$ cat config.mk
export PLATFORM = sky130hd
export DESIGN_NAME = msort_span_stack
export DESIGN_NICKNAME = d
export VERILOG_FILES = /design/src/rtl/core/msort_pkg.sv /design/src/rtl/core/msort_span_stack.sv
export SDC_FILE = /design/constraint.sdc
export NUM_CORES = 1
export LEC_CHECK = 0
export ABC_CLOCK_PERIOD_IN_PS = 7050
export BUFFER_PORTS_ARGS = -buffer_cell sky130_fd_sc_hd__buf_4
export CAP_MARGIN = 20
export CORE_ASPECT_RATIO = 0.8
export CORE_MARGIN = 4
export CORE_UTILIZATION = 40
export CTS_BUF_LIST = sky130_fd_sc_hd__clkbuf_4
export DETAILED_ROUTE_END_ITERATION = 10
export SETUP_SLACK_MARGIN = 0.3
export SLEW_MARGIN = 5
export SYNTH_ARGS = -nofsm -noshare
export SYNTH_HDL_FRONTEND = slang
export SYNTH_SLANG_ARGS = --single-unit
$ cat constraint.sdc
create_clock -name clk -period 7.05 [get_ports clk]
set_input_delay 0.705 -clock clk [delete_from_list [all_inputs] [get_ports clk]]
set_output_delay 0.705 -clock clk [all_outputs]
set_load 0.02 [all_outputs]
$ cat src/rtl/core/msort_pkg.sv
package msort_pkg;

	// fixed field widths on the stream ports
	localparam int KEY_FIELD_W = 32;
	localparam int PAY_FIELD_W = 16;
	localparam int TDATA_W     = KEY_FIELD_W + PAY_FIELD_W;

	// position width sized for the largest supported capacity (64 records)
	localparam int POS_W = 7;

	// one merge job: span starts at lo, splits after half, covers len records
	typedef struct packed {
		logic             valid;
		logic [POS_W-1:0] lo;
		logic [POS_W-1:0] half;
		logic [POS_W-1:0] len;
	} msort_job_t;

endpackage

$ cat src/rtl/core/msort_span_stack.sv
module msort_span_stack import msort_pkg::*; #(
	parameter int MAX_ITEMS = 64
) (
	input  logic                             clk,
	input  logic                             arst_n,
	input  logic                             start,
	input  logic [$clog2(MAX_ITEMS+1)-1:0]   span_len,
	input  logic                             merge_done,
	output msort_job_t                       job,
	output logic                             finished
);

	localparam int AW     = $clog2(MAX_ITEMS);
	localparam int CW     = $clog2(MAX_ITEMS + 1);
	localparam int SDEPTH = $clog2(MAX_ITEMS) + 1;
	localparam int IW     = $clog2(SDEPTH);
	localparam int SPW    = $clog2(SDEPTH + 1);

	typedef enum logic [1:0] {PH_LEFT, PH_RIGHT, PH_MERGE} phase_t;

	typedef struct packed {
		logic [AW-1:0] lo;
		logic [CW-1:0] len;
		phase_t        phase;
	} frame_t;

	typedef enum logic [1:0] {S_IDLE, S_STEP, S_WAIT} state_t;

	state_t         state_q;
	frame_t         top_q;
	frame_t         stk_q [SDEPTH];
	logic [SPW-1:0] sp_q;
	logic [SPW-1:0] sp_dec;
	msort_job_t     job_q;
	logic           finished_q;

	logic [CW-1:0]  half;
	logic [CW-1:0]  rest;
	logic [AW-1:0]  lo_r;
	logic           push;
	frame_t         push_frame;

	assign half   = top_q.len >> 1;
	assign rest   = top_q.len - half;
	assign lo_r   = top_q.lo + half[AW-1:0];
	assign sp_dec = sp_q - SPW'(1);

	// parent frame goes below the child with its phase advanced
	always_comb begin
		push       = 1'b0;
		push_frame = top_q;
		if (state_q == S_STEP) begin
			unique case (top_q.phase)
				PH_LEFT: begin
					push             = (half >= CW'(2));
					push_frame.phase = PH_RIGHT;
				end
				PH_RIGHT: begin
					push             = (rest >= CW'(2));
					push_frame.phase = PH_MERGE;
				end
				default: begin
					push = 1'b0;
				end
			endcase
		end
	end

	always_ff @(posedge clk) begin
		if (push) begin
			stk_q[sp_q[IW-1:0]] <= push_frame;
		end
	end

	always_ff @(posedge clk or negedge arst_n) begin
		if (!arst_n) begin
			state_q    <= S_IDLE;
			top_q      <= '0;
			sp_q       <= '0;
			job_q      <= '0;
			finished_q <= 1'b0;
		end else begin
			job_q.valid <= 1'b0;
			finished_q  <= 1'b0;
			unique case (state_q)
				S_IDLE: begin
					if (start) begin
						if (span_len < CW'(2)) begin
							finished_q <= 1'b1;
						end else begin
							top_q   <= '{lo: '0, len: span_len, phase: PH_LEFT};
							sp_q    <= '0;
							state_q <= S_STEP;
						end
					end
				end
				S_STEP: begin
					unique case (top_q.phase)
						PH_LEFT: begin
							if (push) begin
								top_q <= '{lo: top_q.lo, len: half, phase: PH_LEFT};
								sp_q  <= sp_q + SPW'(1);
							end else begin
								top_q.phase <= PH_RIGHT;
							end
						end
						PH_RIGHT: begin
							if (push) begin
								top_q <= '{lo: lo_r, len: rest, phase: PH_LEFT};
								sp_q  <= sp_q + SPW'(1);
							end else begin
								top_q.phase <= PH_MERGE;
							end
						end
						default: begin
							job_q.valid <= 1'b1;
							job_q.lo    <= POS_W'(top_q.lo);
							job_q.half  <= POS_W'(half);
							job_q.len   <= POS_W'(top_q.len);
							state_q     <= S_WAIT;
						end
					endcase
				end
				S_WAIT: begin
					if (merge_done) begin
						if (sp_q == '0) begin
							finished_q <= 1'b1;
							state_q    <= S_IDLE;
						end else begin
							top_q   <= stk_q[sp_dec[IW-1:0]];
							sp_q    <= sp_dec;
							state_q <= S_STEP;
						end
					end
				end
				default: begin
					state_q <= S_IDLE;
				end
			endcase
		end
	end

	assign job      = job_q;
	assign finished = finished_q;

endmodule

# Word-level counts from Yosys, hierarchy flattened
# Memory sizes are Yosys's and may differ from the RTL's.
# Index checks and enable logic that the tools add are counted.
[totals]
register_bits = 41
ramBits = 105
input_bits = 11
output_inout_bits = 23
word_cells = 81
n_memories = 1
[mem_list]
columns = ["name", "depth", "width", "rd", "rd_ports_with_merged_regs", "wr", "line_no", "text"]
rows = [
  ["stk_q", 7, 15, 1, 0, 1, "msort_span_stack.sv:31", "frame_t stk_q [SDEPTH];"],
]
[classes]
n_addsub = 4
n_lt_le_gt_ge = 3
eq_ne = 15
mux = 36
bitwise = 1
n_reduce_logical = 11
[op_table]
columns = ["cell", "n"]
rows = [
  ["$mux 15", 4],
  ["$pmux 15 s3", 1],
  ["$mux 22", 2],
  ["$pmux 15 s2", 1],
  ["$mux 3", 6],
  ["$ne 2x2->1 const B", 8],
  ["$reduce_and 8->1", 2],
  ["$mux 13", 1],
  ["$mux 2", 6],
  ["$mux 1", 9],
  ["$pmux 3 s3", 1],
  ["$ge 7x2->1 const B", 1],
  ["$lt 7x2->1 const B", 1],
  ["$mux 7", 1],
  ["$reduce_and 7->1", 1],
  ["$sub 7x6->7", 1],
  ["$add 6x6->6", 1],
  ["$ge 6x2->1 const B", 1],
  ["$ne 3x3->1 const B", 2],
  ["$pmux 2 s3", 1],
  ["$reduce_and 6->1", 1],
  ["$eq 2x1->1 const B", 2],
  ["$logic_not 2->1", 2],
  ["$pmux 1 s2", 2],
  ["other kinds (12)", 12],
]

# Logic depth before layout (Yosys ltp)
# Gate-level depths: netlist of run 1.
[depth]
ltp_word = 7
mapped_depth = 13
ltp_nobuf = 9

# Worst setup path after synthesis of run 1
# Ideal clock, no wire load.
[synth_timing]
kind = "register to register"
startpoint = "register, netlist name half[5]"
endpoint = "memory stk_q[1][0] (netlist bit) (enable)"
setup_ns = 0.426
arrival_ns = 3.713
required_ns = 6.624
setup_slack_ns = 2.911
stages_incl_launch_ff = 11
path_buffers = 2
synth_period_minus_slack_ns = 4.139
cell_sequence = "dfrtp_1 > buf_2 > inv_1 > ha_1 > and3b_1 > a211oi_2 > o311ai_4 > and2_4 > and3_1 > buf_2 > nor4_1"
[synth_between]
elab_chain_cells = 6
word_cells_on_any_way = 7
classes_between = "add/sub (1); order compare (2); mux (4)"
[synth_lines]
columns = ["element", "line_no", "text"]
rows = [
  ["$sub 7x6->7", "msort_span_stack.sv:44", "assign rest = top_q.len - half;"],
  ["$ge 7x2->1", "msort_span_stack.sv:59", "push = (rest >= CW'(2));"],
  ["$pmux 1 s2 *", "msort_span_stack.sv:53", "unique case (top_q.phase)"],
  ["$mux 1 *", "msort_span_stack.sv:52", "if (state_q == S_STEP) begin"],
  ["$mux 1 *", "msort_span_stack.sv:70", "if (push) begin"],
  ["$mux 1 (not written as such) *", "msort_span_stack.sv:71", "stk_q[sp_q[IW-1:0]] <= push_frame;"],
  ["end, declared", "msort_span_stack.sv:31", ""],
]
# Every way passes the cells marked *; elsewhere a longest branch is shown, timed or not.

# Worst setup path in the final report of run 1
[layout_timing]
startpoint = "register, netlist name half[0]"
endpoint = "memory stk_q[6][2] (netlist bit) (enable)"
[layout_between]
elab_chain_cells = 6
word_cells_on_any_way = 7
classes_between = "add/sub (1); order compare (2); mux (4)"
[layout_lines]
columns = ["element", "line_no"]
rows = [
  ["$sub 7x6->7", "msort_span_stack.sv:44"],
  ["$ge 7x2->1", "msort_span_stack.sv:59"],
  ["$pmux 1 s2 *", "msort_span_stack.sv:53"],
  ["$mux 1 *", "msort_span_stack.sv:52"],
  ["$mux 1 *", "msort_span_stack.sv:70"],
  ["$mux 1 (not written as such) *", "msort_span_stack.sv:71"],
]
# Marked as above.

==> results of run 1 <==
==> stage by stage <==
stage	std cells	setup slack (ns)	cell area (sq um)	total power [uW]	hold slack, ns
finish	744	3.16	7530	3760	0.106
global route	744	2.95	7530	4000	0.0770
CTS	743	3.07	7520	3760	0.0711
detailed placement	711	3.12	7260	3270	0.501
global placement	709	3.04	7230	3240	0.493
floorplan	480	2.91	6770	2690	0.409
==> routing by layer <==
metal / share of wire, % / track usage [%] / vias to the layer above
met2: 46 / 24.8 / 112
met1: 48 / 24.8 / 2052
li1: - / - / 1907
met5: 0 / 0 / -
met4: 0.80 / 3.48 / 0
met3: 4.4 / 3.37 / 12
==> power by group through the flow <==
stage | sequential [uW] | combinational, uW | clock, uW
3_3_place_gp | 1330 | 1910 | 0
3_5_place_dp | 1350 | 1920 | 0
6_report | 1320 | 1950 | 486
2_1_floorplan | 1310 | 1380 | 0
4_1_cts | 1330 | 1930 | 502
5_1_grt | 1350 | 2110 | 539
==> cell usage in the layout, fill, tap and decap left out, types with 4 or more instances in the layout <==
master	instances
a211oi_1	14
a21oi_1	16
buf_4	38
clkbuf_4	17
clkinv_4	4
dfrtp_1	34
edfxtp_1	105
ha_1	27
inv_1	21
mux2_2	14
mux2_4	4
mux2i_1	26
mux4_2	15
nand2_1	18
nand2b_1	10
nand3_1	7
nor2_1	28
nor2b_1	6
o21ai_0	17
o22ai_1	7
==> state kept, by name (all words and copies together) (netlist names) <==
| register | cells |
|---|---|
| top_q | 2 |
| job | 14 |
| finished | 1 |
| stk_q | 105 |
| half | 6 |
| sp_q | 3 |
| push_frame | 7 |
| state_q | 2 |
==> worst paths after layout <==
path | start | to | slack, ns | cells past startpoint
min in group clk | merge_done | finished | 0.39 | 2
max reg2reg | half[0] | stk_q[6][2] | 3.16 | 9
max | half[0] | stk_q[6][2] | 3.16 | 9
min reg2reg | job[0] | job[0] | 0.53 | 1
min | arst_n | job[15] | 0.11 | 1
max in group asynchronous | arst_n | sp_q[0] | 6.58 | 1
==> critical path: cells and delay by family (launching register included) <==
family                     cells  cell delay [ns]
DFF                            1             0.73
buffers and inverters          2             0.44
and+or+nand+nor                4             1.56
adders and majority gates      1             0.49
AOI/OAI and AO/OA              2             0.36
==> final cells by class <==
type	instances	area share [%]
Tap cell	220	3.65
Timing Repair Buffer	41	4.29
Multi-Input combinational cell	288	33.9
Inverter	23	1.15
Clock buffer	17	1.69
Sequential cell	140	53.5
Clock inverter	15	1.79
==> logic make-up after synthesis <==
family	Yosys count
xor+xnor	6
buf+inv	52
flops	140
fa+ha+maj	29
simple gates	96
other cells	1
mux	61
compound gates	94
==> reports/metrics.cfg, run 1 <==
[final_layout]
area_delta_synth_final_pct=11.3
final_nets=551
nFillCells=1504
register_area_sq_um=4030
antenna_cells=0
fin_util_pct=45.5
drive_gt1_share_pct=23.9
multi_input_area_sq_um=2560

[synth]
syn_area_per_cell_sq_um=14.1
synth_xor_area_share_pct=0.887
netlist_area_sq_um=6770
synth_top_family_by_area=multiplexers
yosysUniqueCellTypes=73
synth_top_area_share_pct=46.6
yosysMostFrequentCell=edfxtp_1
ys.warnings.count=0
synth_simple_gate_area_share_pct=7.63
synth_top_cell_by_area=edfxtp_1
synthCells=479
synth_area_leaders=edfxtp_1, dfrtp_1, ha_1
synth_edf_count=105
ys_async_sr_fraction_pct=25.0
ys.flop_type=edfxtp_1
synth.mux.area_fraction_pct=12.4
synth_fa_ha_area_share_pct=5.58
synth_seq_cells=140
synth_commonest_cells=edfxtp_1, dfrtp_1, nor2_1
synth_compound_area_share_pct=10.4
seq_area_frac_synth_pct=59.5

[clocking]
clk-insertion-delay-late_ns=0.54
cts_setup_buffers=0
cts-resized-gates=0
clk_pin_slew_worst_paths_ns=0.15
cts_root_buf=clkbuf_4
htree_levels=4
cts_inserted_buffers=17
cts_sinks=140
clockBufferDepth=2
hold_buffers=0
cts_tree=built

[setup_path]
cp-end-kind=flop
crit_type=flop to flop
crit_arrival_ns=4.13
slowest_stage=nor4b_4
required_ns=7.29
cp-start-kind=flop
path_cells=inv_1 > fa_1 > nor2b_1 > o211a_1 > o311ai_4 > and2_4 > and3_1 > nor4b_4 > buf_6
max_stage_delay_ns=0.78
crit_fanout=13

[die]
dieWidth_um=153
die_area_sq_um=19100
die_h_um=124
core_sq_um=16600
rows=42
initial_core_util_pct=40.9
ioPinCount=34

[drt]
first_iter_violations=324
vias_per_cell=5.49
drcViolationCount=0
first_pass_iters=5
vias=4083
drtAntennaViolNets=0
routed_wl_mm=15.5
wl_per_cell_um=20.9

[hold_path]
hold_path_class=primary input to async pin

[timing]
final.min_clock_period_ns=3.89
hold_violations=0
relSlewSlack_pct=32.0
fmax_mhz=257
rsz0062_at_grt=no
post-route-period-util_pct=55.2
report.final.slew_viol_count=0
worst_pin_slew_ns=1.02
worst_clock_skew_ns=0.0277
finalSetupViolations=0
tns_ns=0

[pwr]
power.density_nw_per_um2=499
vdd_drop_max_uv=181
netSwitchingFraction_pct=45.5
seqPwrFrac_pct=35.2
p_int_uw=2050
combPwrFrac_pct=51.9
clkPwrFrac_pct=12.9
total_leakage_power_uw=0.00278
p_sw_uw=1710

[global_routing]
grt_pass1_wl_mm=24.3
grt-ovfl-total=0
antenna_found_initial=0
grt_max_degree=39
grtUsageTotal_pct=16.4
grt_pass1_vias=4081

[placed_design]
io_buffer_count=31
gp_congestion=0.930
dp_hpwl_mm=10.4

[run_status]
status=finished clean

[run]
drv_cap=0

(Power assumes the default switching activity.)
==> run 2, diff against run 1 <==
Settings changed: ABC_AREA set to 1, ABC_CLOCK_PERIOD_IN_PS 7050 to 3700.
Clock period 7.05 ns to 3.7 ns, I/O delays scaled along.
==> run 2 against run 1 <==
Compared with the run above: register-to-register slack worse by 2.5 ns; highest routed layer unchanged; clock skew shrank 0.0064 ns; routed wire length increased by 9.4%; utilization down 0.083 points; synthesized cell count grew 39%; clock power is 86% higher; design area fell by 0.18%.
==> reports/metrics.cfg, run 2 <==
[timing]
worst_clock_skew_ns=0.0213
report.final.slew_viol_count=0
hold_violations=0
rsz0062_at_grt=no
worst_pin_slew_ns=0.988
relSlewSlack_pct=34.0
finalSetupViolations=0
tns_ns=0
fin_hold_ws_ns=0.0911
final.min_clock_period_ns=3.04
fmax_mhz=329
post-route-period-util_pct=82.1
fin_ws_ns=0.661

[final_layout]
largest_reg_flops=105
nFillCells=1591
drive_gt1_share_pct=15.5
antenna_cells=0
multi_input_area_sq_um=2400
register_area_sq_um=4030
area_delta_synth_final_pct=11.1
fin_area_sq_um=7520
final_cell_mix=nand2_1, edfxtp_1, o21ai_0
final_nets=745
final_cells=938
layout_commonest_cell=nand2_1

[synth]
ys.warnings.count=0
yosysUniqueCellTypes=41
synth_simple_gate_area_share_pct=18.4
netlist_area_sq_um=6770
synth.mux.area_fraction_pct=0
synth_seq_cells=140
synth_top_family_by_area=simple AND/OR/NAND/NOR gates
yosysMostFrequentCell=nand2_1
syn_area_per_cell_sq_um=10.1
synth_top_area_share_pct=46.6
ys.flop_type=edfxtp_1
synth_edf_count=105
seq_area_frac_synth_pct=59.5
synthCells=667
ys_async_sr_fraction_pct=25.0
synth_xor_area_share_pct=0.628
synth_fa_ha_area_share_pct=5.58
synth_compound_area_share_pct=10.2
synth_area_leaders=edfxtp_1, dfrtp_1, nand2_1
synth_top_cell_by_area=edfxtp_1
synth_commonest_cells=nand2_1, edfxtp_1, o21ai_0

[clocking]
cts_sinks=140
cts_inserted_buffers=17
cts_setup_buffers=0
clk-insertion-delay-late_ns=0.52
clk_pin_slew_worst_paths_ns=0.11
cts_tree=built
cts_root_buf=clkbuf_4
htree_levels=4
clockBufferDepth=2

[die]
initial_core_util_pct=40.9
die_h_um=124
ioPinCount=34
dieWidth_um=153
rows=42
die_area_sq_um=19100
core_sq_um=16600

[placed_design]
io_buffer_count=31
dp_hpwl_mm=11.5
placed_area_sq_um=7260
gp_congestion=0.937
post-place-cells=905
dp_slack_ns=0.732

[global_routing]
grtUsageTotal_pct=18.1
antenna_found_initial=0
grt_pass1_vias=4877
grt_max_degree=52
grt-ovfl-total=0
grt_pass1_wl_mm=27.1

[drt]
drcViolationCount=0
vias_per_cell=5.35
vias=5018
wl_per_cell_um=18.1
drtAntennaViolNets=0
first_pass_iters=6
routed_wl_mm=17.0
first_iter_violations=565

[hold_path]
hold_path_class=primary input to flop

[pwr]
clkPwrFrac_pct=15.2
p_int_uw=3300
combPwrFrac_pct=45.5
vdd_drop_max_uv=314
seqPwrFrac_pct=39.3
power.density_nw_per_um2=792
p_sw_uw=2660
netSwitchingFraction_pct=44.6
total_leakage_power_uw=0.00312

[run_status]
status=finished clean

[setup_path]
cp-start-kind=flop
crit_fanout=15
crit_type=flop to flop
cp-end-kind=flop
crit_arrival_ns=3.23
required_ns=3.89

[run]
drv_cap=0

## run 2: final timing paths
check                      cells past startpoint  slack, ns       start           to
hold reg to reg                                2       0.49     job[18]      job[18]
max in group asynchronous                      2       2.97      arst_n      half[4]
setup reg to reg                              13       0.66     half[5]  stk_q[1][8]
hold / removal                                 2       0.09  merge_done     finished
min in group asynchronous                      2       0.36      arst_n      half[2]
setup / recovery                              13       0.66     half[5]  stk_q[1][8]
## run 2: power groups by stage
stage	registers, uW	clock network [uW]	logic [uW]
detailed placement	2380	0	2670
floorplan	2360	0	1890
global placement	2360	0	2630
CTS	2340	933	2690
global route	2380	1010	3020
finish	2340	905	2710
## run 2: what timing repair did
item                                    CTS  global route
hold buffers                              1             0
resized for setup                         0             0
endpoints found under the setup margin    0             0
endpoints found under the hold margin    35             0
## run 2: cell families after synthesis
group / after synthesis
compound gates: 125
xor+xnor: 4
fa+ha+maj: 29
buf+inv: 79
flops: 140
other cells: 1
simple gates: 289
## run 2: layout make-up
type / count / area share [%]
sequential: 140 / 53.6
multi-input combinational: 449 / 31.9
timing repair buffer: 51 / 5.12
tap: 220 / 3.66
inverter: 46 / 2.40
clock buffer: 21 / 2.10
clock inverter: 11 / 1.26
## run 2: stage by stage
stage	power, uW	util (%)
after floorplan	4250	-
after global placement	5000	43.8
after detailed placement	5050	43.8
after CTS	5970	45.4
after global routing	6400	45.4
final	5960	45.4
## run 2: layer usage
layer	vias to the layer above	share of wire (%)	track usage (%)
li1	2359	-	-
met1	2469	46	26.8
met2	173	45	27.3
met3	17	8.3	3.75
met4	0	1.1	4.57
met5	-	0	0
## run 2: critical path: stages, from the launching register on
cell	delay (ns)
dfrtp_1	0.66
inv_1	0.19
ha_1	0.39
inv_2	0.05
a21oi_1	0.21
nand3_1	0.12
nand2_1	0.09
nand2_1	0.05
nand3_1	0.10
nand2_2	0.09
nand2_1	0.07
nand2_1	0.20
nor3_2	0.19
buf_4	0.30
