[src/rtl/core/msort_pkg.sv]
package msort_pkg;

	// fixed field widths on the stream ports
	localparam int KEY_FIELD_W = 32;
	localparam int PAY_FIELD_W = 16;
	localparam int TDATA_W     = KEY_FIELD_W + PAY_FIELD_W;

	// position width sized for the largest supported capacity (64 records)
	localparam int POS_W = 7;

	// one merge job: span starts at lo, splits after half, covers len records
	typedef struct packed {
		logic             valid;
		logic [POS_W-1:0] lo;
		logic [POS_W-1:0] half;
		logic [POS_W-1:0] len;
	} msort_job_t;

endpackage

[src/rtl/core/msort_merger.sv]
module msort_merger import msort_pkg::*; #(
	parameter int MAX_ITEMS = 64,
	parameter int DW        = 48,
	parameter int KW        = 32
) (
	input  logic                         clk,
	input  logic                         arst_n,
	input  msort_job_t                   job,
	output logic                         done,
	output logic                         rec_rd_en,
	output logic [$clog2(MAX_ITEMS)-1:0] rec_rd_addr,
	input  logic [DW-1:0]                rec_rd_data,
	output logic                         rec_wr_en,
	output logic [$clog2(MAX_ITEMS)-1:0] rec_wr_addr,
	output logic [DW-1:0]                rec_wr_data,
	output logic                         scr_wr_en,
	output logic [$clog2(MAX_ITEMS)-1:0] scr_wr_addr,
	output logic [DW-1:0]                scr_wr_data,
	output logic                         scr_rd_en,
	output logic [$clog2(MAX_ITEMS)-1:0] scr_rd_addr,
	input  logic [DW-1:0]                scr_rd_data
);

	localparam int AW = $clog2(MAX_ITEMS);
	localparam int CW = $clog2(MAX_ITEMS + 1);

	typedef enum logic [2:0] {M_IDLE, M_PRIME_L, M_PRIME_R, M_MERGE, M_TAIL, M_BACK} state_t;

	state_t        state_q;
	logic [AW-1:0] lo_q;
	logic [CW-1:0] li_q, lend_q, ri_q, rend_q, w_q, c_q;
	logic [DW-1:0] lhead_q, rhead_q;
	logic          fresh_r_q;   // 1: right head is on the read port, else left
	logic          wr_v_s1;
	logic [AW-1:0] wr_addr_s1;
	logic          done_q;

	logic [CW-1:0] job_lo, job_mid;
	logic [DW-1:0] l_cur, r_cur;
	logic          take_l;
	logic [CW-1:0] li_nx, ri_nx;

	assign job_lo  = job.lo[CW-1:0];
	assign job_mid = job.lo[CW-1:0] + job.half[CW-1:0];

	assign l_cur  = fresh_r_q ? lhead_q : rec_rd_data;
	assign r_cur  = fresh_r_q ? rec_rd_data : rhead_q;
	// ties go to the right half
	assign take_l = l_cur[DW-1 -: KW] < r_cur[DW-1 -: KW];
	assign li_nx  = li_q + CW'(1);
	assign ri_nx  = ri_q + CW'(1);

	always_comb begin
		rec_rd_en   = 1'b0;
		rec_rd_addr = li_q[AW-1:0];
		scr_wr_en   = 1'b0;
		scr_wr_addr = w_q[AW-1:0];
		scr_wr_data = l_cur;
		scr_rd_en   = 1'b0;
		scr_rd_addr = c_q[AW-1:0];
		unique case (state_q)
			M_PRIME_L: begin
				rec_rd_en = 1'b1;
			end
			M_PRIME_R: begin
				rec_rd_en   = 1'b1;
				rec_rd_addr = ri_q[AW-1:0];
			end
			M_MERGE: begin
				scr_wr_en = 1'b1;
				if (take_l) begin
					rec_rd_en   = (li_nx != lend_q);
					rec_rd_addr = li_nx[AW-1:0];
				end else begin
					scr_wr_data = r_cur;
					rec_rd_en   = 1'b1;
					// right run ends: re-read the left head for the tail copy
					rec_rd_addr = (ri_nx != rend_q) ? ri_nx[AW-1:0] : li_q[AW-1:0];
				end
			end
			M_TAIL: begin
				scr_wr_en   = 1'b1;
				scr_wr_data = rec_rd_data;
				rec_rd_en   = (li_nx != lend_q);
				rec_rd_addr = li_nx[AW-1:0];
			end
			M_BACK: begin
				scr_rd_en = 1'b1;
			end
			default: begin
				rec_rd_en = 1'b0;
			end
		endcase
	end

	assign rec_wr_en   = wr_v_s1;
	assign rec_wr_addr = wr_addr_s1;
	assign rec_wr_data = scr_rd_data;
	assign done        = done_q;

	always_ff @(posedge clk or negedge arst_n) begin
		if (!arst_n) begin
			state_q    <= M_IDLE;
			lo_q       <= '0;
			li_q       <= '0;
			lend_q     <= '0;
			ri_q       <= '0;
			rend_q     <= '0;
			w_q        <= '0;
			c_q        <= '0;
			lhead_q    <= '0;
			rhead_q    <= '0;
			fresh_r_q  <= 1'b0;
			wr_v_s1    <= 1'b0;
			wr_addr_s1 <= '0;
			done_q     <= 1'b0;
		end else begin
			wr_v_s1    <= (state_q == M_BACK);
			wr_addr_s1 <= lo_q + c_q[AW-1:0];
			done_q     <= 1'b0;
			unique case (state_q)
				M_IDLE: begin
					if (job.valid) begin
						lo_q    <= job.lo[AW-1:0];
						li_q    <= job_lo;
						lend_q  <= job_mid;
						ri_q    <= job_mid;
						rend_q  <= job_lo + job.len[CW-1:0];
						w_q     <= '0;
						state_q <= M_PRIME_L;
					end
				end
				M_PRIME_L: begin
					state_q <= M_PRIME_R;
				end
				M_PRIME_R: begin
					lhead_q   <= rec_rd_data;
					fresh_r_q <= 1'b1;
					state_q   <= M_MERGE;
				end
				M_MERGE: begin
					lhead_q <= l_cur;
					rhead_q <= r_cur;
					w_q     <= w_q + CW'(1);
					if (take_l) begin
						li_q      <= li_nx;
						fresh_r_q <= 1'b0;
						if (li_nx == lend_q) begin
							// right remainder already sits in place
							c_q     <= '0;
							state_q <= M_BACK;
						end
					end else begin
						ri_q      <= ri_nx;
						fresh_r_q <= 1'b1;
						if (ri_nx == rend_q) begin
							state_q <= M_TAIL;
						end
					end
				end
				M_TAIL: begin
					w_q  <= w_q + CW'(1);
					li_q <= li_nx;
					if (li_nx == lend_q) begin
						c_q     <= '0;
						state_q <= M_BACK;
					end
				end
				M_BACK: begin
					c_q <= c_q + CW'(1);
					if (c_q == w_q - CW'(1)) begin
						done_q  <= 1'b1;
						state_q <= M_IDLE;
					end
				end
				default: begin
					state_q <= M_IDLE;
				end
			endcase
		end
	end

endmodule

[config.mk]
export PLATFORM = sky130hd
export DESIGN_NAME = msort_merger
export DESIGN_NICKNAME = d
export VERILOG_FILES = /design/src/rtl/core/msort_pkg.sv /design/src/rtl/core/msort_merger.sv
export SDC_FILE = /design/constraint.sdc
export NUM_CORES = 1
export LEC_CHECK = 0
export BUFFER_PORTS_ARGS = -buffer_cell sky130_fd_sc_hd__buf_4
export CAP_MARGIN = 15
export CORE_MARGIN = 2
export CORE_UTILIZATION = 50
export CTS_CLUSTER_DIAMETER = 120
export DETAILED_ROUTE_END_ITERATION = 10
export HOLD_SLACK_MARGIN = 0.08
export PLACE_DENSITY = 0.72
export SYNTH_ARGS = -nofsm -noshare
export SYNTH_HDL_FRONTEND = slang
export SYNTH_SLANG_ARGS = --single-unit
[constraint.sdc]
create_clock -name clk -period 5.24 [get_ports clk]
set_input_delay 1.31 -clock clk [delete_from_list [all_inputs] [get_ports clk]]
set_output_delay 1.31 -clock clk [all_outputs]
set_load 0.005 [all_outputs]
# == After elaboration in Yosys (flattened, before gate mapping) ==
# Cells that the tools add are included.
# totals
mem_bits_rw,0
romBits,0
word_cells,85
memories,0
regBits,156
latchBits,0
# classes
n_shift,0
n_lt_le_gt_ge,1
reduce_logical,14
eq_ne,15
n_addsub,8
n_bitwise,0
div_mod_pow,0
mul,0
n_mux,33
# op_table
op,n
48-bit one-hot mux with 2 select lines,2
48-bit two-way mux,3
7-bit two-way mux,7
7-bit one-hot mux with 3 select lines,2
32-bit < comparator,1
7-bit by 1-bit adder with 7-bit output (second input constant),4
7-bit one-hot mux with 2 select lines,2
7-bit equality test,3
3-bit one-hot mux with 6 select lines,1
6-bit one-hot mux with 3 select lines,1
3-bit two-way mux,5
7-bit adder,2
7-bit inequality test,2
6-bit two-way mux,2
3-bit AND reduction,3
7-bit by 1-bit subtractor with 7-bit output (second input constant),1
6-bit adder,1
3-bit by 2-bit equality test with 1-bit output (second input constant),2
3-bit equality test (second input constant),2
1-bit two-way mux,6
2-bit inequality test (second input constant),3
2-bit AND reduction,3
2-bit nonzero test,3
3-bit nonzero test,2
7 further kinds,8

# == Depth between registers and ports, before layout ==
# Gate-level depths: netlist (run 1).
# logic_depth
word_depth,5
ltp_mapped,13
depth_no_buf,10

# == Worst setup path after synthesis (run 1) ==
# No wires, ideal clock.
# synth_path
kind,in2out
from,input rec_rd_data[46]
to,output rec_rd_addr[3]
cell_stages,11
arrival_ps,3525
path_slack_ps,405
t_required_ps,3930
cell_sequence,mux2_2 ha_1 a21oi_1 nand2_1 a221oi_1 nand2_1 buf_2 buf_2 nor4_2 a211oi_1 a311oi_2
# synth_via
elab_chain_cells,4
elab_cells_between_ends,5
classes_between,1 x order compare; 4 x mux
# synth_lines
item,line,source
"start, declared",msort_merger.sv:12,"input logic [DW-1:0] rec_rd_data,"
"48-bit two-way mux, on equally long branches","msort_merger.sv:46, msort_merger.sv:47",
32-bit < comparator *,msort_merger.sv:49,assign take_l = l_cur[DW-1 -: KW] < r_cur[DW-1 -: KW];
6-bit two-way mux *,msort_merger.sv:71,if (take_l) begin
6-bit one-hot mux with 3 select lines *,msort_merger.sv:61,unique case (state_q)
"end, declared",msort_merger.sv:11,"output logic [$clog2(MAX_ITEMS)-1:0] rec_rd_addr,"
# Mark *: on every way between the ends. The rest lies on a longest branch, timed or not.

# == Worst setup path in the final report (run 1) ==
# layout_path
from,input rec_rd_data[46]
to,output scr_wr_data[5]
# layout_via
elab_chain_cells,4
elab_cells_between_ends,5
classes_between,1 x order compare; 4 x mux
# layout_lines
item,line,source
"48-bit two-way mux, on equally long branches","msort_merger.sv:46, msort_merger.sv:47",
32-bit < comparator *,msort_merger.sv:49,
48-bit two-way mux *,msort_merger.sv:71,
48-bit one-hot mux with 2 select lines *,msort_merger.sv:61,
"end, declared",msort_merger.sv:18,"output logic [DW-1:0] scr_wr_data,"
# Marked as above.

==> metrics, run 1 <==
DR iter-0 viols=820; Max-Cap Viols=0; Crit Path Class=in -> out; top cell type's share of synthesized area=0.347; DR pass1 iterations=6; minimum clock period=5260 ps; Die W=154 um; largest net degree at the start of global routing=89; maximum vdd ir drop=0.444 mV; WL/cell=19.5 um; pwr dens=744 mW/mm^2; Worst Tran Pin Value=858 ps; initial antenna violation count=0; antenna-violating nets left=0; gpl congestion=0.921; CP Launch Type=input pin; Final Routed Wirelength=32,000 um; post-synthesis instance total=1,240; RSZ-0062 raised after global routing=yes; top post-synthesis cells by count=nand2_1 (191), dfrtp_1 (156), o21ai_0 (91); Switching Fraction=0.432; CP Max Fanout=7; syn_area_per_cell=9.07 sq um; cell taking the most area after synthesis=dfrtp_1; Worst Hold Depth=2; failing checks=negative setup slack; Starting Density=0.512; cell area after synthesis=0.0112 sq mm; DP Wirelength=20,700 um; number of I/O pins=245; Yosys Warn Count=0; destination of the worst hold path=rhead_q[26]; ant diodes=0; final worst-path cycle share=1.00; cell area after layout=0.0141 sq mm; clk root buf=clkbuf_16; EDFF count, synth=0; vias in the first global route=9,597; total track usage=0.255; status=finished with violations; CTS sink count=156; Post-DP Area=0.0125 sq mm; Pwr Total=10.5 mW; worst-case headroom to the max-slew limit=0.426; Synth area leaders=dfrtp_1 (35%), mux2_2 (8.2%), nand2_1 (6.4%); register clock-pin slew on the reported worst setup and hold paths=60 ps; Vias/cell=6.06; R2R cell count=11; Die H=154 um; register area share after synthesis=0.347; Hold Buf Count CTS=0; Flop pwr share=0.222; Final nets=1,527; asr flop ratio synth=1.00; Pint=5.95 mW; setup slack, reg-to-reg=1720 ps; Fillers=1,708; Crit path top cell by count=buf_6; slack of the critical path=-24.7 ps; CP max stage delay=440 ps; FF-to-FF End=ri_q[1]; power share of the clock group=0.125; num rows=54; Psw=4.52 mW; clk_skew=8.52 ps; WHS=479 ps; routed vias=9,960; TritonCTS clock tree=yes; Remaining DRCs=0; layout cell share with drive strength beyond 1=0.340; final hold vios=0; Worst EP arrival=3950 ps; cell with the most instances after synthesis=nand2_1; Core Region=0.0220 sq mm; slowest CP cell=nor4_4; port bufs=148; Hold Startpoint=rhead_q[26]; worst skew pair latency=440 ps; Area Overhead vs Synth=25.2%; top_reg_cell synth=dfrtp_1; Crit Reg-Reg Startpoint=fresh_r_q; die area=0.0237 sq mm; Bufs on Longest Clock Path=2; crit-path cells=buf_4 -> mux2_2 -> ha_4 -> nand4_1 -> nor4_4 -> nand2_2 -> buf_6 -> o2bb2ai_4 -> buf_12 -> o31ai_4 -> buf_6 -> buf_6 -> a211oi_2 -> nor3_2 -> buf_4; grt ovf=0; Max Freq=0.190 GHz; Distinct cells, synth=74; Gate power share=0.653; # setup viols final=7; setup TNS=-111 ps; Static Leak=6.39 nW; first-pass GRT wire length=49,200 um; Min-Delay Path Class=reg -> reg; CP required=3930 ps; Synth Register Bits=156; Critical Path End Type=primary output; H-tree levels=4; syn nets=1,416; count of final max-slew check failures=0; CTS Buf Count=17
[timing repair]
| action | 4_1_cts | 5_1_grt |
|---|---|---|
| setup endpoints to repair | 42 | 55 |
| resized for setup | 36 | 103 |
| gates cloned | 0 | 3 |
| pin swaps | 11 | 42 |
| endpoints found under the hold margin | 0 | 0 |
| setup buffers | 8 | 6 |
[routing by layer]
layer  GRT usage  vias to the layer above  share of wire
li1            -                     4622              -
met1       0.343                     4890           0.43
met2       0.421                      382           0.49
met3      0.0499                       66          0.064
met4      0.0708                        0          0.020
met5           0                        -              0
[critical path: cells and delay by family]
family	cells	cell delay, ps
buf+inv	6	840
simple gates	4	840
compound gates	3	370
mux	1	300
fa+ha+maj	1	290
[through the flow]
stage / util / setup WS (ps) / cells
floorplan: - / 405 / 1240
global placement: 0.571 / -9.37 / 1597
detailed placement: 0.571 / -89.5 / 1597
CTS: 0.611 / 0.476 / 1636
global route: 0.641 / -120 / 1643
finish: 0.641 / -24.7 / 1643
[final cells by class]
class	instances	area, sq um	area share
clock buffer	22	474	0.0337
clock inverter	9	135	0.00960
inverter	24	90.1	0.00640
multi-input combinational	922	7120	0.506
sequential	156	3910	0.278
tap	280	350	0.0249
timing repair buffer	230	2000	0.142
[state kept, by name, indices dropped and copies added, names as in the netlist]
| signal | cells |
|---|---|
| lhead_q | 48 |
| rhead_q | 48 |
| c_q | 7 |
| lend_q | 7 |
| li_q | 7 |
| rend_q | 7 |
| ri_q | 7 |
| w_q | 7 |
| lo_q | 6 |
| rec_wr_addr | 6 |
| state_q | 3 |
| done | 1 |
| fresh_r_q | 1 |
| rec_wr_en | 1 |
[cells in the final DEF, fill, tap and decap left out, types with 10 or more instances in the layout]
| cell | instances |
|---|---|
| a211oi_1 | 12 |
| a211oi_2 | 25 |
| a21o_1 | 11 |
| a21oi_1 | 64 |
| a2bb2oi_1 | 15 |
| buf_12 | 10 |
| buf_4 | 196 |
| buf_6 | 17 |
| clkbuf_16 | 20 |
| dfrtp_1 | 155 |
| ha_1 | 41 |
| ha_4 | 10 |
| inv_1 | 21 |
| mux2_2 | 76 |
| mux2i_1 | 40 |
| nand2_1 | 191 |
| nand4_1 | 12 |
| nor2_1 | 64 |
| nor3_1 | 13 |
| nor3_2 | 25 |
| o21ai_0 | 88 |
| o22ai_1 | 21 |
| xnor2_1 | 31 |
| xor2_1 | 19 |
[how the worst max path moves through the flow]
stage,start,end,slack (ps),depth (start not counted)
floorplan,rec_rd_data[46],rec_rd_addr[3],400,11
global placement,rec_rd_data[39],scr_wr_data[16],-9,13
detailed placement,rec_rd_data[35],rec_rd_addr[5],-90,12
CTS,rec_rd_data[35],scr_wr_data[12],0.5,15
global route,rec_rd_data[46],scr_wr_data[5],-120,15
finish,rec_rd_data[46],scr_wr_data[5],-20,15
[cells by family after synthesis]
logic type      after synthesis  share of synthesized area
xor+xnor                     54                     0.0471
compound gates              315                      0.185
simple gates                362                      0.147
flops                       156                      0.347
mux                         135                      0.129
buf+inv                     162                     0.0797
fa+ha+maj                    56                     0.0643
[power by group through the flow]
stage	clock (mW)	combinational [mW]	sequential (mW)
2_1_floorplan	0	3.96	2.09
3_3_place_gp	0	5.78	2.29
6_report	1.31	6.84	2.32
4_1_cts	1.32	6.16	2.29
5_1_grt	1.37	7.39	2.39
3_5_place_dp	0	5.90	2.32
Power figures use the tool's default switching activity.
==> inputs of run 2 (changes only) <==
==> constraint.sdc (replaced) <==
create_clock -name clk -period 5.24 [get_ports clk]
set_input_delay 0.524 -clock clk [delete_from_list [all_inputs] [get_ports clk]]
set_output_delay 0.524 -clock clk [all_outputs]
set_load 0.005 [all_outputs]
==> metrics, run 2 (synthesis gave the netlist of run 1 again) <==
status=finished, final reports clean (was finished with violations); Post-DP Area=0.0121 sq mm (was 0.0125 sq mm); Pwr Total=9.25 mW (was 10.5 mW); CP Launch Type=register (was input pin); Critical Path End Type=primary output (unchanged); number of I/O pins=245 (unchanged); Die W=154 um (unchanged); worst skew pair latency=430 ps (was 440 ps); total track usage=0.249 (was 0.255); antenna-violating nets left=0 (unchanged); TritonCTS clock tree=yes (unchanged); CTS Buf Count=17 (unchanged); slowest CP cell=dfrtp_4 (was nor4_4); WHS=324 ps (was 479 ps); CP Max Fanout=29 (was 7); clk_skew=10.6 ps (was 8.52 ps); grt ovf=0 (unchanged); crit-path cells=buf_4 -> mux2_2 -> ha_1 -> a211o_1 -> a31o_1 -> a21oi_4 -> a2bb2oi_2 -> nand2_2 -> o221a_2 -> a211oi_1 -> buf_4 (was buf_4 -> mux2_2 -> ha_4 -> nand4_1 -> nor4_4 -> nand2_2 -> buf_6 -> o2bb2ai_4 -> buf_12 -> o31ai_4 -> buf_6 -> buf_6 -> a211oi_2 -> nor3_2 -> buf_4); largest net degree at the start of global routing=64 (was 89); commonest non-fill, non-tap cell in the layout=nand2_1 (was buf_4); CP max stage delay=650 ps (was 440 ps); Core Region=0.0220 sq mm (unchanged); CTS sink count=156 (unchanged); count of final max-slew check failures=0 (unchanged); slack of the critical path=282 ps (was -24.7 ps); Max Freq=0.202 GHz (was 0.190 GHz); worst-case headroom to the max-slew limit=0.271 (was 0.426); CP required=4720 ps (was 3930 ps); Final Routed Wirelength=30,000 um (was 32,000 um); Worst Tran Pin Value=1090 ps (was 858 ps); Crit path top cell by count=buf_4 (was buf_6); routed vias=9,575 (was 9,960); Static Leak=5.96 nW (was 6.39 nW); clk root buf=clkbuf_16 (unchanged); Max-Cap Viols=0 (unchanged); WL/cell=18.9 um (was 19.5 um); num rows=54 (unchanged); Die H=154 um (unchanged); vias in the first global route=9,201 (was 9,597); Worst EP arrival=4430 ps (was 3950 ps); dpl ws=582 ps (was -89.5 ps); Remaining DRCs=0 (unchanged); Final nets=1,471 (was 1,527); die area=0.0237 sq mm (unchanged); minimum clock period=4960 ps (was 5260 ps); gpl congestion=0.900 (was 0.921); register clock-pin slew on the reported worst setup and hold paths=70 ps (was 60 ps); final worst-path cycle share=0.946 (was 1.00); Bufs on Longest Clock Path=2 (unchanged); DR pass1 iterations=5 (was 6); port bufs=148 (unchanged); DP Wirelength=20,400 um (was 20,700 um); pwr dens=724 mW/mm^2 (was 744 mW/mm^2); commonest non-fill, non-tap cells in the layout=nand2_1 (190), buf_4 (170), dfrtp_1 (155) (was buf_4 (196), nand2_1 (191), dfrtp_1 (155)); layout cell share with drive strength beyond 1=0.245 (was 0.340); Area Overhead vs Synth=13.6% (was 25.2%); Starting Density=0.512 (unchanged); Vias/cell=6.03 (was 6.06); first-pass GRT wire length=47,700 um (was 49,200 um); final hold vios=0 (unchanged); RSZ-0062 raised after global routing=no (was yes); largest registers=lhead_q: 48 flops, rhead_q: 48 flops (unchanged); H-tree levels=4 (unchanged); Crit Path Class=reg -> out (was in -> out); ant diodes=0 (unchanged); Min-Delay Path Class=in -> reg (was reg -> reg); # setup viols final=0 (was 7); maximum vdd ir drop=0.473 mV (was 0.444 mV); CP bufs+invs=2 (was 6); initial antenna violation count=0 (unchanged); DR iter-0 viols=718 (was 820); Worst path top cell family by delay=compound AO/OA/AOI/OAI gates (was buffers and inverters); setup TNS=0 ps (was -111 ps); cell area after layout=0.0128 sq mm (was 0.0141 sq mm)
run 2: cell count changes in the layout (fill, tap and decap cells not counted), moves of 12 or more:
| cell | delta |
|---|---|
| a211oi_1 | +26 |
| a211oi_2 | -25 |
| buf_4 | -26 |
| buf_6 | -16 |
| ha_1 | +12 |
| mux2i_1 | +13 |
| nor3_1 | +17 |
| nor3_2 | -14 |
run 2: what timing repair did:
| item | in CTS | in global routing |
|---|---|---|
| resized for setup | 0 | 2 |
| hold endpoints to repair | 50 | 0 |
| setup endpoints to repair | 0 | 32 |
| setup buffers | 0 | 1 |
| hold buffers | 1 | 0 |
run 2: metal layers:
metal / share of wire / routed length [um] / up-vias / global-route usage
met3: 0.066 / 1970 / 53 / 0.0428
met2: 0.48 / 14400 / 375 / 0.414
met1: 0.43 / 13000 / 4646 / 0.330
met5: 0 / 0 / - / 0
met4: 0.020 / 603 / 0 / 0.0806
li1: - / - / 4501 / -
run 2: tightest hold or removal path, cell delays in order:
cell and delay, ps:
buf_4 110, nand2_1 50, nand2_1 40
run 2: metrics by stage:
step	util	instances
global route	0.582	1587
detailed placement	0.551	1553
finish	0.582	1587
global placement	0.551	1553
CTS	0.580	1585
floorplan	-	1240
run 2: final cells by class:
class	instances	area (sq um)
clock buffers	21	480
clock inverters	10	138
fillers	1955	9190
inverters	24	90.1
multi-input cells	923	6490
flip-flops and latches	156	3910
well taps	280	350
repair buffers	173	1320
run 2: where the power goes:
part / internal, mW / switching (mW) / leakage, nW
Sequential: 1.80 / 0.519 / 1.89
Clock: 0.798 / 0.515 / 0.301
Combinational: 2.63 / 2.99 / 3.77
run 2: final timing paths:
kind | slack [ps] | depth (start not counted) | from | end
min in group asynchronous | 630 | 2 | arst_n | w_q[3]
setup / recovery | 280 | 11 | fresh_r_q | rec_rd_addr[0]
max in group asynchronous | 3390 | 3 | arst_n | li_q[5]
setup reg to reg | 1360 | 11 | fresh_r_q | ri_q[1]
hold reg to reg | 480 | 2 | rhead_q[33] | rhead_q[33]
hold / removal | 320 | 3 | rec_rd_data[7] | rhead_q[7]
==> inputs of run 3 (changes only) <==
--- a/config.mk
+++ b/config.mk
@@ -8,11 +8,11 @@
 export BUFFER_PORTS_ARGS = -buffer_cell sky130_fd_sc_hd__buf_4
 export CAP_MARGIN = 15
 export CORE_MARGIN = 2
-export CORE_UTILIZATION = 50
+export CORE_UTILIZATION = 30
 export CTS_CLUSTER_DIAMETER = 120
 export DETAILED_ROUTE_END_ITERATION = 10
 export HOLD_SLACK_MARGIN = 0.08
-export PLACE_DENSITY = 0.72
+export PLACE_DENSITY = 0.47
 export SYNTH_ARGS = -nofsm -noshare
 export SYNTH_HDL_FRONTEND = slang
 export SYNTH_SLANG_ARGS = --single-unit
==> metrics, run 3 (synthesis gave the netlist of run 1 again) <==
Final Routed Wirelength=33,300 um (was 30,000 um); worst skew pair latency=450 ps (was 430 ps); final worst-path cycle share=0.942 (was 0.946); H-tree levels=4 (unchanged); Area Overhead vs Synth=15.8% (was 13.6%); Static Leak=5.97 nW (was 5.96 nW); vias in the first global route=8,973 (was 9,201); TritonCTS clock tree=yes (unchanged); largest registers=lhead_q: 48 flops, rhead_q: 48 flops (unchanged); minimum clock period=4940 ps (was 4960 ps); ant diodes=0 (unchanged); Crit Reg-Reg Startpoint=fresh_r_q (unchanged); CP Capture Point=scr_wr_data[2] (was rec_rd_addr[0]); R2R cell count=10 (was 11); Max Freq=0.203 GHz (was 0.202 GHz); Max-Cap Viols=0 (unchanged); Hold Buf Count CTS=0 (was 1); CTS Buf Count=17 (unchanged); setup TNS=0 ps (unchanged); setup slack, reg-to-reg=1520 ps (was 1360 ps); CP Launch Type=register (unchanged); commonest non-fill, non-tap cells in the layout=nand2_1 (191), buf_4 (168), dfrtp_1 (155) (was nand2_1 (190), buf_4 (170), dfrtp_1 (155)); DP Wirelength=22,700 um (was 20,400 um); Final Non-Filler Cells=1,774 (was 1,587); antenna-violating nets left=0 (unchanged); WHS=92.7 ps (was 324 ps); Worst Tran Pin Value=1080 ps (was 1090 ps); pwr dens=722 mW/mm^2 (was 724 mW/mm^2); Fillers=3,745 (was 1,955); clk_skew=12.4 ps (was 10.6 ps); Die W=198 um (was 154 um); Post-CTS Resized=0 (unchanged); Min-Delay Path Class=in -> async (was in -> reg); Die H=198 um (was 154 um); # setup viols final=0 (unchanged); initial antenna violation count=0 (unchanged); maximum vdd ir drop=0.298 mV (was 0.473 mV); Remaining DRCs=0 (unchanged); DR iter-0 viols=479 (was 718); FF-to-FF End=ri_q[4] (was ri_q[1]); Core Region=0.0368 sq mm (was 0.0220 sq mm); port bufs=148 (unchanged); final hold vios=0 (unchanged); Starting Density=0.306 (was 0.512); final core occ=0.354 (was 0.582); clk root buf=clkbuf_16 (unchanged); Critical Path End Type=primary output (unchanged); largest net degree at the start of global routing=88 (was 64); CP required=4720 ps (about the same); DR pass1 iterations=5 (unchanged); die area=0.0390 sq mm (was 0.0237 sq mm); commonest non-fill, non-tap cell in the layout=nand2_1 (unchanged); Pwr Total=9.39 mW (was 9.25 mW); CP Max Fanout=25 (was 29); gpl congestion=0.785 (was 0.900); dpl cells=1,741 (was 1,553); register clock-pin slew on the reported worst setup and hold paths=70 ps (about the same); Bufs on Longest Clock Path=2 (unchanged); Crit Path Class=reg -> out (unchanged); Worst EP arrival=4410 ps (was 4430 ps); routed vias=9,220 (was 9,575); layout cell share with drive strength beyond 1=0.244 (was 0.245); crit path launch=fresh_r_q (unchanged); number of I/O pins=245 (unchanged); CTS sink count=156 (unchanged); WL/cell=18.8 um (was 18.9 um); Final nets=1,469 (was 1,471); RSZ-0062 raised after global routing=no (unchanged); first-pass GRT wire length=51,600 um (was 47,700 um); total track usage=0.172 (was 0.249); count of final max-slew check failures=0 (unchanged); status=finished, final reports clean (unchanged); grt ovf=0 (unchanged); worst-case headroom to the max-slew limit=0.279 (was 0.271); num rows=70 (was 54); Vias/cell=5.20 (was 6.03)
==> run 3: cell count changes in the layout (fill, tap and decap cells not counted), sizes merged <==
cell | previous run | this run
bufinv | 3 | 4
clkbuf | 21 | 17
inv | 24 | 29
a21oi | 71 | 70
clkinvlp | 2 | 1
dlygate4sd3 | 1 | 0
==> run 3: layout make-up <==
class	instances	area, sq um	area share
inverter	24	90.1	0.00692
clock inverter	15	210	0.0161
multi-input combinational	922	6470	0.497
clock buffer	17	425	0.0327
tap	468	586	0.0450
timing repair buffer	172	1330	0.102
sequential	156	3910	0.300
==> run 3: metrics by stage <==
step | cell area (sq um) | setup WS (ps)
floorplan | 11200 | 1290
global placement | 12400 | 646
detailed placement | 12400 | 578
CTS | 13000 | 84.3
global route | 13000 | 101
finish | 13000 | 303
==> run 3: metal layers <==
metal	GRT usage	vias to the layer above	routed length (um)
met1	0.234	4458	15900
li1	-	4505	-
met4	0.0540	0	584
met3	0.0335	30	1740
met5	0	-	0
met2	0.273	227	15200
==> run 3: worst min path at each step <==
stage | start | to | slack (ps) | cells past startpoint
2_1_floorplan | arst_n | c_q[0] | 230 | 0
3_3_place_gp | rhead_q[13] | rhead_q[13] | 460 | 2
3_5_place_dp | rhead_q[5] | rhead_q[5] | 460 | 2
4_1_cts | arst_n | rec_wr_en | 130 | 1
5_1_grt | arst_n | lo_q[4] | 140 | 1
6_report | arst_n | rec_wr_addr[2] | 90 | 1
==> run 3: where the power goes <==
part	internal [mW]	leakage (nW)	switching, mW	total, mW
logic	2.64	3.77	3.07	5.71
registers	1.80	1.89	0.512	2.31
clock network	0.808	0.311	0.567	1.37
==> run 3: critical path: stages, from the launching register on <==
cell,delay (ps)
dfrtp_4,660
buf_4,440
mux2_2,410
ha_1,290
a211o_1,260
a31o_1,210
a21oi_4,200
o2bb2ai_2,180
buf_4,230
o31ai_4,160
buf_4,270
a211oi_1,70
nor3_1,380
buf_4,180
==> run 3: what timing repair did <==
item	4_1_cts	5_1_grt
setup endpoints to repair	0	17
endpoints found under the hold margin	0	0
setup buffers	0	1
